File: src/rtl/olid_pkg.sv
// Shared types and constants for the ordered list insert/delete core.
`default_nettype none

package olid_pkg;

  localparam int CAPACITY_DEF = 16;
  localparam int VALUE_W      = 32;
  localparam int POS_W        = 8;
  localparam int OUT_IDX_W    = 4;

  typedef enum logic [1:0] {
    OP_INSERT = 2'd0,
    OP_DELETE = 2'd1,
    OP_DUMP   = 2'd2
  } opcode_e;

  typedef enum logic [2:0] {
    STAT_OK       = 3'd0,
    STAT_FULL     = 3'd1,
    STAT_EMPTY    = 3'd2,
    STAT_NOTFOUND = 3'd3,
    STAT_DUMP     = 3'd4
  } status_e;

  typedef enum logic [1:0] {
    S_IDLE,
    S_INS_SHIFT,
    S_INS_WRITE,
    S_SCAN
  } state_e;

  typedef struct packed {
    logic                 valid;
    status_e              status;
    logic [VALUE_W-1:0]   value;
    logic [OUT_IDX_W-1:0] index;
    logic                 last;
  } res_t;

endpackage

`default_nettype wire

File: src/rtl/ordered_list_insert_delete_core.sv
// Ordered list core: an insert moves the entries from its slot on up one slot
// in S_INS_SHIFT, then writes the value in S_INS_WRITE; full and empty lists are
// answered from S_IDLE. Delete and dump scan all N entries in S_SCAN, a dump
// giving one result each; requests are taken only in S_IDLE (single read port).
// Results are registered and strobed for one cycle; the receiver cannot stall.
// Reset empties the list at once; no clearing pass over the store.
`default_nettype none

module ordered_list_insert_delete_core
  import olid_pkg::*;
#(
  parameter int CAPACITY = CAPACITY_DEF,
  localparam int IW      = $clog2(CAPACITY)
) (
  input  wire logic                      clk_i,
  input  wire logic                      rst_ni,
  input  wire logic                      start,
  output logic                           busy,
  input  wire logic [1:0]                opcode_i,
  input  wire logic signed [VALUE_W-1:0] item_value_i,
  input  wire logic [POS_W-1:0]          position_i,
  output logic                           result_strobe_o,
  output logic [2:0]                     status_o,
  output logic signed [VALUE_W-1:0]      out_value_o,
  output logic [OUT_IDX_W-1:0]           out_index_o,
  output logic                           last_of_run_o
);

  res_t               res;
  logic               res_valid_q;
  res_t               res_q;
  logic               mem_we;
  logic [IW-1:0]      mem_waddr;
  logic [VALUE_W-1:0] mem_wdata;
  logic               mem_re;
  logic [IW-1:0]      mem_raddr;
  logic [VALUE_W-1:0] mem_rdata;

  olid_seq #(.CAPACITY(CAPACITY)) u_seq (
    .clk_i       (clk_i),
    .rst_ni      (rst_ni),
    .start_i     (start),
    .opcode_i    (opcode_i),
    .value_i     (item_value_i),
    .position_i  (position_i),
    .busy_o      (busy),
    .res_o       (res),
    .mem_we_o    (mem_we),
    .mem_waddr_o (mem_waddr),
    .mem_wdata_o (mem_wdata),
    .mem_re_o    (mem_re),
    .mem_raddr_o (mem_raddr),
    .mem_rdata_i (mem_rdata)
  );

  olid_mem #(.CAPACITY(CAPACITY)) u_mem (
    .clk_i   (clk_i),
    .we_i    (mem_we),
    .waddr_i (mem_waddr),
    .wdata_i (mem_wdata),
    .re_i    (mem_re),
    .raddr_i (mem_raddr),
    .rdata_o (mem_rdata)
  );

  always_ff @(posedge clk_i or negedge rst_ni) begin
    if (!rst_ni) begin
      res_valid_q <= 1'b0;
    end else begin
      res_valid_q <= res.valid;
    end
  end

  always_ff @(posedge clk_i) begin
    res_q <= res;
  end

  assign result_strobe_o = res_valid_q;
  assign status_o        = res_q.status;
  assign out_value_o     = res_q.value;
  assign out_index_o     = res_q.index;
  assign last_of_run_o   = res_q.last;

endmodule

`default_nettype wire

File: src/rtl/olid_mem.sv
// Entry store: one write port, one registered read port.
`default_nettype none

module olid_mem
  import olid_pkg::*;
#(
  parameter int CAPACITY = CAPACITY_DEF,
  localparam int IW      = $clog2(CAPACITY)
) (
  input  wire logic               clk_i,
  input  wire logic               we_i,
  input  wire logic [IW-1:0]      waddr_i,
  input  wire logic [VALUE_W-1:0] wdata_i,
  input  wire logic               re_i,
  input  wire logic [IW-1:0]      raddr_i,
  output logic      [VALUE_W-1:0] rdata_o
);

  logic [VALUE_W-1:0] mem [CAPACITY];

  always_ff @(posedge clk_i) begin
    if (we_i) begin
      mem[waddr_i] <= wdata_i;
    end
  end

  always_ff @(posedge clk_i) begin
    if (re_i) begin
      rdata_o <= mem[raddr_i];
    end
  end

endmodule

`default_nettype wire

File: src/rtl/olid_seq.sv
// Operation sequencer: walks the entry store for insert, delete and dump.
`default_nettype none

module olid_seq
  import olid_pkg::*;
#(
  parameter int CAPACITY = CAPACITY_DEF,
  localparam int IW      = $clog2(CAPACITY),
  localparam int CW      = $clog2(CAPACITY + 1)
) (
  input  wire logic               clk_i,
  input  wire logic               rst_ni,
  input  wire logic               start_i,
  input  wire logic [1:0]         opcode_i,
  input  wire logic [VALUE_W-1:0] value_i,
  input  wire logic [POS_W-1:0]   position_i,
  output logic                    busy_o,
  output res_t                    res_o,
  output logic                    mem_we_o,
  output logic      [IW-1:0]      mem_waddr_o,
  output logic      [VALUE_W-1:0] mem_wdata_o,
  output logic                    mem_re_o,
  output logic      [IW-1:0]      mem_raddr_o,
  input  wire logic [VALUE_W-1:0] mem_rdata_i
);

  state_e             state_q, state_d;
  logic [CW-1:0]      count_q, count_d;
  logic [1:0]         op_q, op_d;
  logic [VALUE_W-1:0] val_q, val_d;
  logic [IW-1:0]      at_q, at_d;
  logic [IW-1:0]      rd_idx_q, rd_idx_d;
  logic               found_q, found_d;
  logic [IW-1:0]      hit_q, hit_d;

  logic [POS_W-1:0]   pos_at;
  logic [POS_W-1:0]   pos_clamped;
  logic               scan_last;

  // 0 or 1 selects the front, anything past the end appends
  always_comb begin
    pos_at      = (position_i <= POS_W'(1)) ? '0 : position_i - POS_W'(1);
    pos_clamped = (pos_at > POS_W'(count_q)) ? POS_W'(count_q) : pos_at;
  end

  assign scan_last = (CW'(rd_idx_q) == count_q - CW'(1));
  assign busy_o    = (state_q != S_IDLE);

  always_comb begin
    state_d     = state_q;
    count_d     = count_q;
    op_d        = op_q;
    val_d       = val_q;
    at_d        = at_q;
    rd_idx_d    = rd_idx_q;
    found_d     = found_q;
    hit_d       = hit_q;
    res_o       = '0;
    mem_we_o    = 1'b0;
    mem_waddr_o = '0;
    mem_wdata_o = '0;
    mem_re_o    = 1'b0;
    mem_raddr_o = '0;

    case (state_q)
      S_IDLE: begin
        if (start_i) begin
          op_d    = opcode_i;
          val_d   = value_i;
          found_d = 1'b0;
          hit_d   = '0;
          case (opcode_e'(opcode_i))
            OP_INSERT: begin
              if (count_q == CW'(CAPACITY)) begin
                res_o.valid  = 1'b1;
                res_o.status = STAT_FULL;
                res_o.last   = 1'b1;
              end else begin
                at_d = IW'(pos_clamped);
                if (pos_clamped == POS_W'(count_q)) begin
                  state_d = S_INS_WRITE;
                end else begin
                  // move the tail up one slot, starting at the back
                  mem_re_o    = 1'b1;
                  mem_raddr_o = IW'(count_q - CW'(1));
                  rd_idx_d    = IW'(count_q - CW'(1));
                  state_d     = S_INS_SHIFT;
                end
              end
            end
            OP_DELETE, OP_DUMP: begin
              if (count_q == '0) begin
                res_o.valid  = 1'b1;
                res_o.status = STAT_EMPTY;
                res_o.last   = 1'b1;
              end else begin
                mem_re_o    = 1'b1;
                mem_raddr_o = '0;
                rd_idx_d    = '0;
                state_d     = S_SCAN;
              end
            end
            default: ;
          endcase
        end
      end

      S_INS_SHIFT: begin
        mem_we_o    = 1'b1;
        mem_waddr_o = rd_idx_q + IW'(1);
        mem_wdata_o = mem_rdata_i;
        if (rd_idx_q == at_q) begin
          state_d = S_INS_WRITE;
        end else begin
          mem_re_o    = 1'b1;
          mem_raddr_o = rd_idx_q - IW'(1);
          rd_idx_d    = rd_idx_q - IW'(1);
        end
      end

      S_INS_WRITE: begin
        mem_we_o     = 1'b1;
        mem_waddr_o  = at_q;
        mem_wdata_o  = val_q;
        count_d      = count_q + CW'(1);
        res_o.valid  = 1'b1;
        res_o.status = STAT_OK;
        res_o.index  = OUT_IDX_W'(at_q);
        res_o.last   = 1'b1;
        state_d      = S_IDLE;
      end

      S_SCAN: begin
        if (!scan_last) begin
          mem_re_o    = 1'b1;
          mem_raddr_o = rd_idx_q + IW'(1);
          rd_idx_d    = rd_idx_q + IW'(1);
        end else begin
          state_d = S_IDLE;
        end
        if (op_q == OP_DUMP) begin
          res_o.valid  = 1'b1;
          res_o.status = STAT_DUMP;
          res_o.value  = mem_rdata_i;
          res_o.index  = OUT_IDX_W'(rd_idx_q);
          res_o.last   = scan_last;
        end else begin
          // entries after the first match close up behind it
          if (found_q) begin
            mem_we_o    = 1'b1;
            mem_waddr_o = rd_idx_q - IW'(1);
            mem_wdata_o = mem_rdata_i;
          end else if (mem_rdata_i == val_q) begin
            found_d = 1'b1;
            hit_d   = rd_idx_q;
          end
          if (scan_last) begin
            res_o.valid = 1'b1;
            res_o.last  = 1'b1;
            if (found_d) begin
              res_o.status = STAT_OK;
              res_o.index  = OUT_IDX_W'(hit_d);
              count_d      = count_q - CW'(1);
            end else begin
              res_o.status = STAT_NOTFOUND;
            end
          end
        end
      end

      default: state_d = S_IDLE;
    endcase
  end

  always_ff @(posedge clk_i or negedge rst_ni) begin
    if (!rst_ni) begin
      state_q <= S_IDLE;
      count_q <= '0;
    end else begin
      state_q <= state_d;
      count_q <= count_d;
    end
  end

  always_ff @(posedge clk_i) begin
    op_q     <= op_d;
    val_q    <= val_d;
    at_q     <= at_d;
    rd_idx_q <= rd_idx_d;
    found_q  <= found_d;
    hit_q    <= hit_d;
  end

endmodule

`default_nettype wire

File: config.mk
export PLATFORM = sky130hd
export DESIGN_NAME = ordered_list_insert_delete_core
export DESIGN_NICKNAME = d
export VERILOG_FILES = /design/src/rtl/olid_pkg.sv /design/src/rtl/ordered_list_insert_delete_core.sv /design/src/rtl/olid_mem.sv /design/src/rtl/olid_seq.sv
export SDC_FILE = /design/constraint.sdc
export NUM_CORES = 1
export LEC_CHECK = 0
export BUFFER_PORTS_ARGS = -buffer_cell sky130_fd_sc_hd__buf_2
export CORE_ASPECT_RATIO = 1.2
export CORE_UTILIZATION = 35
export CTS_BUF_LIST = sky130_fd_sc_hd__clkbuf_2 sky130_fd_sc_hd__clkbuf_4 sky130_fd_sc_hd__clkbuf_8
export CTS_CLUSTER_DIAMETER = 30
export DETAILED_ROUTE_END_ITERATION = 16
export PLACE_DENSITY_LB_ADDON = 0.12
export SLEW_MARGIN = 30
export SYNTH_ARGS = -nofsm -noshare
export SYNTH_HDL_FRONTEND = slang
export SYNTH_SLANG_ARGS = --single-unit
File: constraint.sdc
create_clock -name clk_i -period 12 [get_ports clk_i]
set_input_delay 2.4 -clock clk_i [delete_from_list [all_inputs] [get_ports clk_i]]
set_output_delay 2.4 -clock clk_i [all_outputs]
set_load 0.01 [all_outputs]
==> results by stage <==
Critical path:
- Counting both buffers and inverters, the worst setup path holds a total of 3.
- The slowest stage of the critical path belongs to the cell sky130_fd_sc_hd__buf_4.
- The worst reg2reg path endpoint is u_mem.rdata_o[16]$_DFFE_PP_.
- For the worst flop-to-flop path, the logic depth is 13.
- The endpoint required time on the critical path is 12560 ps.
- The element type at the critical path end is a flop.
- The startpoint of the lowest-slack register-to-register path is u_seq.state_q[0]$_DFFE_PN0P_.
- Along the worst path, the maximum fanout reaches 54.
- The reg2reg setup slack is 6390 ps.
- In this design, the stage delay of the slowest critical-path cell is roughly 750 ps.
- The signal on the critical path passes through buf_2 > or4_1 > nor3_4 > nor2_1 > ha_1 > a21o_1 > a21oi_1 > a32oi_1 > a2111oi_4 > buf_4 > or2_4 > buf_4 > nor2_1 > o311a_1 > nor4_2.
- STA classifies the critical path startpoint as an input pin.
- The critical path in this run is classified as in -> reg.
- Data on the critical path arrives at its endpoint at 7680 ps.
- The family of cells with the greatest summed delay on the critical path is simple AND/OR/NAND/NOR gates.

Global routing:
- The overall global routing resource usage is between 20 and 25%.
- The global-route wire length before repair is 120500 um.
- The number of global-route vias before repair is 17260.
- Entering global routing, the biggest net connects 69 pins.
- The number of antenna violations at the first check in global routing is 4.
- Global routing finished with a remaining overflow of 0.

Logic synthesis:
- Summing the areas of all compound-gate instances in the mapped netlist gives 9.270% of the synthesized area.
- The gate count after technology mapping is between 1500 and 2000.
- Yosys attributes the largest share of cell area to sky130_fd_sc_hd__edfxtp_1, sky130_fd_sc_hd__dfxtp_1, sky130_fd_sc_hd__mux2i_1.
- The number of enable-type register cells in the synthesized netlist is 591.
- The net count after synthesis is between 1500 and 2000.
- During synthesis, Yosys emitted a total of 0 warnings.
- The flip-flop cell with the highest count after synthesis is sky130_fd_sc_hd__edfxtp_1.
- In this run, synthesis produced a sequential element count of 639.
- The summed instance area of the synthesized netlist is 0.02652 mm2.
- The average footprint of a synthesized cell is 14.65 um2.
- The number of different library cells used by synthesis comes to between 70 and 80.
- In the synthesized netlist, mux cells make up 5.401% of the area.
- By area, the combinational part of the netlist is dominated by simple AND/OR/NAND/NOR gates.
- The most area-hungry cell type in the Yosys netlist is sky130_fd_sc_hd__edfxtp_1.
- Of the total synthesized cell area, the portion taken by XOR and XNOR cells is 1.835%.
- The share of the Yosys chip area taken by registers is 70.69%.
- Of the total synthesized cell area, the portion taken by AND, OR, NAND and NOR gates is 9.378%.
- In this run the biggest area consumer among cell types represents 66.91% of the synthesized area.
- Of all flip-flops after synthesis, the portion carrying an async set or reset was about 1.3%.
- The adder-cell share of the synthesized area is less than 1%.

Timing:
- Adding up every negative setup slack in the final design gives 0 ps.
- Setup repair after global routing left no endpoint under its margin.
- The upper clock frequency limit is about 140 MHz.
- Setup violations remaining at the end of the flow were counted as 0.
- The smallest clock period supported by the final layout is computed as 7113 ps.
- The count of endpoints failing hold in the final timing report came to 0.
- The share of the clock period used by the worst path after layout is 59.27%.
- For the pin with the worst max-slew slack, the measured transition is between 900 and 1000 ps.
- The final number of max-transition violations came to 0.
- Between clock sinks in the finished design, the worst skew comes to 36.79 ps.
- On the final layout, the worst hold slack is 571.3 ps.
- The relative max-transition margin is 34.40%.

Detailed routing:
- The total iterations of the first detailed-routing run is 7.
- The detailed-route wire length is around 83000 um.
- The count of routing violations after the opening detailed-route iteration is 1392.
- For this block, the via count after detailed routing is approximately 17000.
- After detailed routing, the number of remaining DRC violations is 0.
- The detailed-route vias per instance is 5.480.
- After detailed routing, the average wire length per cell comes to approximately 27 um.
- In this run the remaining antenna-violating nets after routing total 0.

Layout:
- For this run, the share of the core covered by cells in the final layout is a little over two fifths.
- The layout net count is 2015.
- The final non-filler cell area is 0.03130 mm2.
- Relative to the synthesized area, the layout overhead comes to 18.02%.
- The fraction of layout cells with a size suffix above 1 is 24.09%.

Power and ir drop:
- In this run the power density over the cells is 158.9 mW/mm2.
- The worst voltage drop across the vdd grid is 101.3 uV.
- The analysis attributes to cell leakage a power of 0.01103 uW.

Placement:
- The instance area after placement is roughly 0.028 mm2.
- Routability-driven placement finished with a final weighted congestion of 0.8031.
- Detailed placement ended at an HPWL of roughly 45000 um.
- In this run the tool buffered the top-level ports with 86 buffer cells.

Floorplan:
- The die width is 253.3 um.
- The placeable core area is 0.07501 mm2.
- The initial utilization of the core area, before any placement, comes to between 30 and 40%.
- The floorplan step set the die height to 303.6 um.
- The boundary pin count is 87.
- The number of cell rows is 110.
- The die covers a little under 0.08 mm2.

Clocking:
- Counting along the longest clock path gives a buffer depth of 3.
- The H-tree depth is 4.
- The cell sitting at the root of the clock tree is a sky130_fd_sc_hd__clkbuf_8.
- The clock drives between 600 and 700 sinks.
- The clock-pin slew on the worst setup and hold paths is 60 ps.
- The TritonCTS clock tree is yes.
- The post-CTS resize count is 0.
- The clock reaches the later pin of the worst-skew pair after 780 ps.
- The setup fix buffers added after clock tree synthesis is 0.
- The hold-fix buffer count after cts is 0.
- TritonCTS created 140 clock buffers.

Job:
- The max-cap check violation count is 0.

Worst hold path:
- Counting instances, the worst hold path has a depth of 1.
- The hold path startpoint is u_mem.rdata_o[20]$_DFFE_PP_.
- The path class of the tightest hold or removal check is reg -> reg.
- The capture endpoint of the worst hold path is out_value_o[20]$_SDFF_PN0_.

Run status:
- The run finished with clean final reports.
registers in the layout (all words and copies together), names as in the netlist:
| register | count |
|---|---|
| u_seq.state_q | 2 |
| out_value_o | 32 |
| u_seq.hit_q | 4 |
| u_seq.found_q | 1 |
| u_mem.mem | 512 |
| u_mem.rdata_o | 32 |
| u_seq.rd_idx_q | 4 |
| last_of_run_o | 1 |
| result_strobe_o | 1 |
| status_o | 3 |
| u_seq.count_q | 5 |
| u_seq.at_q | 4 |
| out_index_o | 4 |
| u_seq.val_q | 32 |
| u_seq.op_q | 2 |
worst max-delay path by stage:
stage / from / endpoint / cells past startpoint
after global routing: position_i[3] / u_mem.rdata_o[16]$_DFFE_PP_ / 15
after CTS: position_i[3] / u_mem.rdata_o[16]$_DFFE_PP_ / 15
after global placement: position_i[3] / u_mem.rdata_o[3]$_DFFE_PP_ / 15
final: position_i[3] / u_mem.rdata_o[16]$_DFFE_PP_ / 15
after detailed placement: position_i[3] / u_mem.rdata_o[16]$_DFFE_PP_ / 15
after floorplan: position_i[2] / u_mem.rdata_o[0]$_DFFE_PP_ / 14
worst register-to-register path, stage by stage, from the launching register on:
cell and delay (ps):
sky130_fd_sc_hd__dfrtp_1 430, sky130_fd_sc_hd__inv_1 170, sky130_fd_sc_hd__ha_2 180, sky130_fd_sc_hd__buf_4 610, sky130_fd_sc_hd__nand2_1 350, sky130_fd_sc_hd__inv_2 130, sky130_fd_sc_hd__nand3b_1 280, sky130_fd_sc_hd__a2111oi_4 390
sky130_fd_sc_hd__buf_4 670, sky130_fd_sc_hd__or2_4 720, sky130_fd_sc_hd__buf_4 750, sky130_fd_sc_hd__nor2_1 130, sky130_fd_sc_hd__o311a_1 340, sky130_fd_sc_hd__nor4_2 250
placed cells by master, fill, tap and decap left out, drive strengths merged, types with 8 or more instances in the layout:
cell,n
dfxtp,40
o22ai,65
bufinv,11
nor3,103
nand4,10
mux2,65
a22oi,37
nand2,29
o21ai,15
xnor2,45
inv,34
mux2i,70
buf,128
clkbuf,183
nor2,175
ha,19
nor4,35
xor2,8
a21oi,75
dfrtp,8
and3,35
a22o,31
clkinv,44
o311ai,37
or3,42
nand3,13
edfxtp,591
o311a,31
Yosys cell counts, types with 3 or more instances:
cell type / n
sky130_fd_sc_hd__nor2_1: 175
sky130_fd_sc_hd__ha_1: 19
sky130_fd_sc_hd__nand2b_1: 5
sky130_fd_sc_hd__o22ai_1: 65
sky130_fd_sc_hd__nor2b_1: 7
sky130_fd_sc_hd__nand2_1: 29
sky130_fd_sc_hd__nand4_1: 10
sky130_fd_sc_hd__edfxtp_1: 591
sky130_fd_sc_hd__o311ai_1: 12
sky130_fd_sc_hd__nand3_1: 13
sky130_fd_sc_hd__inv_1: 24
sky130_fd_sc_hd__o311ai_0: 25
sky130_fd_sc_hd__or3_1: 42
sky130_fd_sc_hd__buf_2: 33
sky130_fd_sc_hd__nor4_1: 6
sky130_fd_sc_hd__a22oi_1: 37
sky130_fd_sc_hd__buf_1: 8
sky130_fd_sc_hd__or2_2: 3
sky130_fd_sc_hd__xor2_1: 8
sky130_fd_sc_hd__a22o_1: 31
sky130_fd_sc_hd__a221oi_1: 3
sky130_fd_sc_hd__mux2i_1: 70
sky130_fd_sc_hd__a21boi_0: 3
sky130_fd_sc_hd__nor3_1: 102
sky130_fd_sc_hd__a21o_1: 3
sky130_fd_sc_hd__mux2_1: 30
sky130_fd_sc_hd__a31oi_1: 5
sky130_fd_sc_hd__buf_4: 5
sky130_fd_sc_hd__o21ai_0: 15
sky130_fd_sc_hd__dfxtp_1: 40
sky130_fd_sc_hd__clkbuf_1: 80
sky130_fd_sc_hd__nor4_2: 29
sky130_fd_sc_hd__dfrtp_1: 8
sky130_fd_sc_hd__o311a_1: 31
sky130_fd_sc_hd__a211oi_1: 3
sky130_fd_sc_hd__o31ai_1: 5
sky130_fd_sc_hd__buf_6: 4
sky130_fd_sc_hd__xnor2_1: 45
sky130_fd_sc_hd__o211ai_1: 5
sky130_fd_sc_hd__and3_1: 35
sky130_fd_sc_hd__a21oi_1: 74
sky130_fd_sc_hd__mux2_2: 35
stage by stage:
stage | instances | power, uW | setup WS (ps)
after global placement | 2817 | 2474 | 4203
after detailed placement | 2817 | 2474 | 4110
after global routing | 3072 | 5142 | 4699
after CTS | 3071 | 5031 | 4956
final | 3073 | 4975 | 4887
after floorplan | 1811 | 2461 | 4969
layer usage:
metal	global-route usage, %	vias up	share of wire (%)
met3	4.328	160	5.7
met2	37.81	592	50
met5	0	-	0
met1	27.59	8664	42
li1	-	7423	-
met4	7.893	0	2.7
power by group:
part	total (uW)	switching (uW)	internal, uW
clock network	2550	1020	1530
registers	2400	0	2400
logic	29.5	17.0	12.5
total	4970	1030	3940
cells by family (layout without fill, tap and decap cells):
kind of cell               after synthesis  in the layout
DFF                                    639            639
buffers and inverters                  155            407
AOI/OAI and AO/OA                      340            340
and+or+nand+nor                        469            469
other                                    0              2
adders and majority gates               19             19
muxes                                  135            135
xor gates and xnor gates                54             54
cell type report:
type                            instances  area [um2]
Clock buffer                          183        2356
Fill cell                            6929       43710
Clock inverter                         71       683.2
Sequential cell                       639       18750
Timing Repair Buffer                  128       745.7
Multi-Input combinational cell       1017        7408
Antenna cell                            2       5.005
Inverter                               25       93.84
Tap cell                             1008        1261
Note: power is estimated with default switching activity, not from simulation.
